$ cat src/hw/rtl/rau_divider.sv
// Shared 64-bit restoring divider, one quotient bit per cycle.
`timescale 1ns / 1ps
module rau_divider (
	input logic clk,
	input logic arst_n,
	input logic start,
	input logic [63:0] dividend,
	input logic [63:0] divisor,
	output logic done,
	output logic [63:0] quot,
	output logic [63:0] rem
);
	logic [6:0] cnt_q;
	logic busy_q;
	logic [63:0] q_q;
	logic [63:0] r_q;
	logic [63:0] d_q;
	logic [64:0] shifted;
	logic [64:0] diff;

	assign shifted = {r_q, q_q[63]};
	assign diff = shifted - {1'b0, d_q};

	// One shift and trial subtract per cycle.
	always_ff @(posedge clk or negedge arst_n) begin
		if (!arst_n) begin
			busy_q <= 1'b0;
			cnt_q <= '0;
			done <= 1'b0;
		end else begin
			done <= 1'b0;
			if (start) begin
				busy_q <= 1'b1;
				cnt_q <= 7'd64;
			end else if (busy_q) begin
				cnt_q <= cnt_q - 7'd1;
				if (cnt_q == 7'd1) begin
					busy_q <= 1'b0;
					done <= 1'b1;
				end
			end
		end
	end

	always_ff @(posedge clk) begin
		if (start) begin
			q_q <= dividend;
			r_q <= '0;
			d_q <= divisor;
		end else if (busy_q) begin
			if (!diff[64]) begin
				r_q <= diff[63:0];
				q_q <= {q_q[62:0], 1'b1};
			end else begin
				r_q <= shifted[63:0];
				q_q <= {q_q[62:0], 1'b0};
			end
		end
	end

	assign quot = q_q;
	assign rem = r_q;
endmodule

$ cat config.mk
export PLATFORM = sky130hd
export DESIGN_NAME = rau_divider
export DESIGN_NICKNAME = d
export VERILOG_FILES = /design/src/hw/rtl/rau_divider.sv
export SDC_FILE = /design/constraint.sdc
export NUM_CORES = 1
export LEC_CHECK = 0
export BUFFER_PORTS_ARGS = -buffer_cell sky130_fd_sc_hd__buf_2
export CAP_MARGIN = 40
export CORE_MARGIN = 2
export CORE_UTILIZATION = 40
export DETAILED_ROUTE_END_ITERATION = 8
export MAX_ROUTING_LAYER = met4
export PLACE_DENSITY = 0.75
export SETUP_SLACK_MARGIN = 0.4
export SKIP_LAST_GASP = 1
export SLEW_MARGIN = 5
export SYNTH_ARGS = -nofsm -noshare
export SYNTH_HDL_FRONTEND = slang
export SYNTH_SLANG_ARGS = --single-unit
$ cat constraint.sdc
create_clock -name clk -period 3.8 [get_ports clk]
set_clock_uncertainty 0.05 [all_clocks]
set_input_delay 0.38 -clock clk [delete_from_list [all_inputs] [get_ports clk]]
set_output_delay 0.38 -clock clk [all_outputs]
set_load 0.005 [all_outputs]
### Word-level counts from Yosys, hierarchy flattened

Cells that the tools add are included.

* bits in registers: 201
* bits of input ports: 131
* output and inout bits: 129
* logic and storage cells: 22

* add/sub/neg operators: 2
* eq/ne operators: 1
* mux-type cells: 12
* reductions and logical operators: 1

Operators with widths (count)
* 2-to-1 mux 64 bit: 3
* subtractor 65 x 64 -> 65 bit: 1
* 2-to-1 mux 7 bit: 2
* equality test 7 x 1 -> 1 bit, second input constant: 1
* 2-to-1 mux 1 bit: 7
* subtractor 7 x 1 -> 7 bit, second input constant: 1
* nonzero test 2 bit: 1

### Longest topological paths before layout

* depth after elaboration: 4
* gate-level depth with buffers: 15
* gate-level depth less buffers: 14

### Least setup slack after synthesis

OpenSTA, ideal clock, no wires.

* path kind: reg2reg
* start point: register q_q[63] (netlist: quot[63])
* end point: register r_q[39] (netlist: rem[39])
* library setup time: 0.128 ns
* arrival time: 3.461 ns
* data required time: 3.622 ns
* path slack: 0.161 ns
* cell stages (with the launch flop): 16
* buffers on the path: 1
* period minus slack after synthesis: 3.639 ns
* cells stage by stage: edfxtp_1 > inv_1 > ha_1 > fa_1 > nand2b_1 > a21oi_1 > o41a_1 > a41oi_1 > or3_4 > and2_4 > or3_1 > and3_1 > buf_6 > mux2_1 > mux2i_1 > nor2_1

* word-level cells in the longest chain between the ends: 2

RTL lines
* from (decl): line 15 `logic [63:0] q_q;`
* from (signal assigned): line 47 `q_q <= dividend;`
* from (signal assigned): line 53 `q_q <= {q_q[62:0], 1'b1};`
* from (signal assigned): line 56 `q_q <= {q_q[62:0], 1'b0};`
* subtractor 65 x 64 -> 65 bit: line 22 `assign diff = shifted - {1'b0, d_q};`
* 2-to-1 mux 64 bit: line 51 `if (!diff[64]) begin`
* to (signal assigned): line 52 `r_q <= diff[63:0];`
* to (signal assigned): line 55 `r_q <= shifted[63:0];`
* to (decl): line 16 `logic [63:0] r_q;`

Every way passes these cells.
A chain may end at the register's enable or synchronous reset.

### Final worst setup path

* start point: register d_q[0]
* end point: register r_q[60] (netlist: rem[60])

* word-level cells in the longest chain between the ends: 2

RTL lines
* from (decl): line 17 `logic [63:0] d_q;`
* from (signal assigned): line 49 `d_q <= divisor;`
* subtractor 65 x 64 -> 65 bit: line 22
* 2-to-1 mux 64 bit: line 51

Every way passes these cells.

==> metrics <==
Routed Antenna Nets 0; area grow syn2layout 34.6%; clock period minus worst slack between 3000 and 4000 ps; RSZ-0062 raised after global routing true; Worst Path Arrival 3910 ps; # fillers 2554; M2 GR Usage a little under two fifths; top_reg_cell synth edfxtp_1; Mapped Cells ~1200; post-route DRC violation count 0; Crit Path Max Fanout 5; Skew-Pair Late Insertion Delay around 530 ps; slew at the pin closest to its max-slew limit just under 900 ps; critical path class reg2reg; via-per-instance ratio around 5.4; vias roughly 10000; Yosys warning total 0; setup_tns 0 ps; compound-gate portion of the synthesized area 16.7%; met1 Usage GRT roughly 27%; GP Congestion 0.915; Storage cell area between 5000 and 6000 µm²; Synth Register Bits 201; power per cell area between 700 and 800 nW/µm²; layer with the highest usage met2; Syn Area/Cell roughly 9.8 µm²; Finished Layout Cells 1920; largest family of logic cells by synthesized area compound AO/OA/AOI/OAI gates; status complete, no violations; simple-gate area share of the yosys netlist between 10% and 20%; fin. max-slew vios 0; worst rel slew slack between 40% and 50%; Detailed Route Iter0 Violations roughly 790; CTS sink count roughly 200; number of buffers inserted by port buffering 259; Hold WC Path Type in2reg; vias in the first global route around 10000; die span in x roughly 170 µm; H-Tree Depth 1; placed insts between 1500 and 2000; CTS Buffer Depth 3; MaxCap Viol Count 0; largest net degree at the start of global routing 77; NumNets Final 1715; multi-input logic area 6280 µm²; FMAX about 280 MHz; area of the mapped netlist between 10000 and 15000 µm²; WL per Instance approximately 18 µm; WP data required 4160 ps; syn nets ~1400; initial antenna violation count 1; # rows between 60 and 70; first-pass GRT wire length between 50 and 60 mm; Pre-antenna DRT Iters 5; worst vdd ir roughly 0.36 mV; die area around 30000 µm²; CP Capture Type register; Yosys cell types 71; CTS buffer count 24; crit start category register; Setup violations, final 0; root cell of the clock tree clkbuf_16; Synth Area in Adders 7.27%; GRT overflow 0; layout cell share with drive strength beyond 1 around a third; Synth async-reset ratio 4.48%; clock-pin slew of the registers on the worst-case setup and hold paths 70 ps; Initial Utilization 40.5%; endpoints failing hold 0; Ports 260; multiplexer area fraction after synthesis 8.27%; Total Wirelength approximately 35 mm; Pleak between 6 and 7 nW; CTS tree built; met3 usage 3.81%; EDFF count, synth 128; Die H 175 µm; Final HPWL DP 24.5 mm; XOR/XNOR share of the synthesized area 4.67%; post-synthesis sequential area ratio 46.0%; total track usage 22.6%; Final Cycle Share 93.3%; core box area 28700 µm²
## flip-flops by register name (all words and copies together), names as in the netlist
name,cells
cnt_q,7
busy_q,1
done,1
rem,64
d_q,64
quot,64
## area by class of cell
type,count,share of cell area (%)
antenna,1,0.0160
clock inverter,9,0.623
tap,384,3.07
sequential,201,34.2
timing repair buffer,365,15.9
clock buffer,35,4.30
inverter,79,1.89
multi-input combinational,846,40.1
## worst paths after layout
| path | from | to | slack [ps] | cells after the start |
|---|---|---|---|---|
| worst max-delay path | d_q[0] | rem[60] | 260 | 16 |
| worst min-delay path | divisor[32] | d_q[32] | 20 | 1 |
| worst max register to register | d_q[0] | rem[60] | 260 | 16 |
| worst min register to register | rem[52] | rem[52] | 440 | 2 |
| max in group asynchronous | arst_n | busy_q | 3280 | 2 |
| min in group asynchronous | arst_n | cnt_q[3] | 210 | 2 |
## worst max-delay path, stage by stage, from the launching register on
cell and delay (ps):
edfxtp_1 390, ha_2 210, fa_2 350, nand2b_4 150
a21oi_2 140, o41a_1 200, a41oi_2 160, or3_4 390
and2_4 160, o211ai_1 220, buf_4 160, nand3_4 100
buf_16 190, buf_8 140, nand2_1 120, o41ai_4 90
a22o_1 230
## stage by stage
stage | utilization, % | total power [mW] | area, µm² | hold WS, ps | setup WS, ps
6_report | 54.6 | 11.9 | 15700 | 21.0 | 256
5_1_grt | 54.6 | 12.6 | 15700 | 11.0 | 153
4_1_cts | 53.3 | 11.4 | 15300 | 4.98 | 313
3_5_place_dp | 46.8 | 8.15 | 13400 | 196 | 63.0
3_3_place_gp | 46.8 | 8.07 | 13400 | 191 | 190
2_1_floorplan | - | 6.61 | 11700 | 34.4 | 421
## cells in the final DEF, fill, tap and decap left out, drive strengths merged, types with 60 or more instances in the layout
master and count:
buf 304, edfxtp 128, nor2 128, a21oi 113, nand2 86, inv 79, ha 66, o21ai 66
mux2 65, dfxtp 64, dlygate4sd3 60
## synth_stat cells, types with 4 or more instances
library cell	instances	area [µm²]
edfxtp_1	128	3840
nor2_1	128	480
a21oi_1	113	566
nand2_1	86	323
inv_1	79	297
ha_1	66	826
dfxtp_1	64	1280
mux2_2	63	709
o21ai_0	62	310
clkbuf_1	45	169
a211oi_1	41	308
xor2_1	35	307
xnor2_1	27	236
mux2i_1	23	230
a21o_1	20	150
nand2b_1	18	113
nand4_1	18	113
nand3_1	12	60.1
nor3_1	12	60.1
nor2b_1	11	68.8
buf_2	9	45.0
dfrtp_1	9	225
o21a_1	9	67.6
a31oi_1	7	43.8
and3_1	7	43.8
o21bai_1	7	52.6
or3_1	7	43.8
o31ai_1	6	45.0
a32oi_1	5	43.8
a21boi_0	4	30.0
buf_4	4	30.0
o211ai_1	4	30.0
o21ai_1	4	20.0
## what timing repair did
action / CTS / global route
gates cloned: 7 / 1
setup buffers: 11 / 1
pin swaps: 54 / 23
hold endpoints to repair: 68 / 0
resized for setup: 68 / 87
endpoints found under the setup margin: 62 / 65
hold buffers: 60 / 0
## metal layers
metal  vias up  share of wire [%]
li1       4953                  -
met1      4901                 41
met2       425                 48
met3        90                6.7
met4         0                4.4
met5         -                  0
## report_power, final
| group | total [mW] | leakage (nW) | switching [mW] | internal (mW) |
|---|---|---|---|---|
| Sequential | 3.34 | 1.93 | 0.490 | 2.85 |
| Clock | 2.26 | 0.371 | 0.903 | 1.36 |
| Combinational | 6.31 | 4.47 | 3.46 | 2.86 |
| Total | 11.9 | 6.77 | 4.85 | 7.06 |
## logic make-up after synthesis
family	Yosys count
DFF	201
adders and majority gates	67
AOI/OAI and AO/OA	312
xor gates and xnor gates	62
buffers and inverters	139
muxes	88
and+or+nand+nor	317
Note: power is estimated with default switching activity, not from simulation.
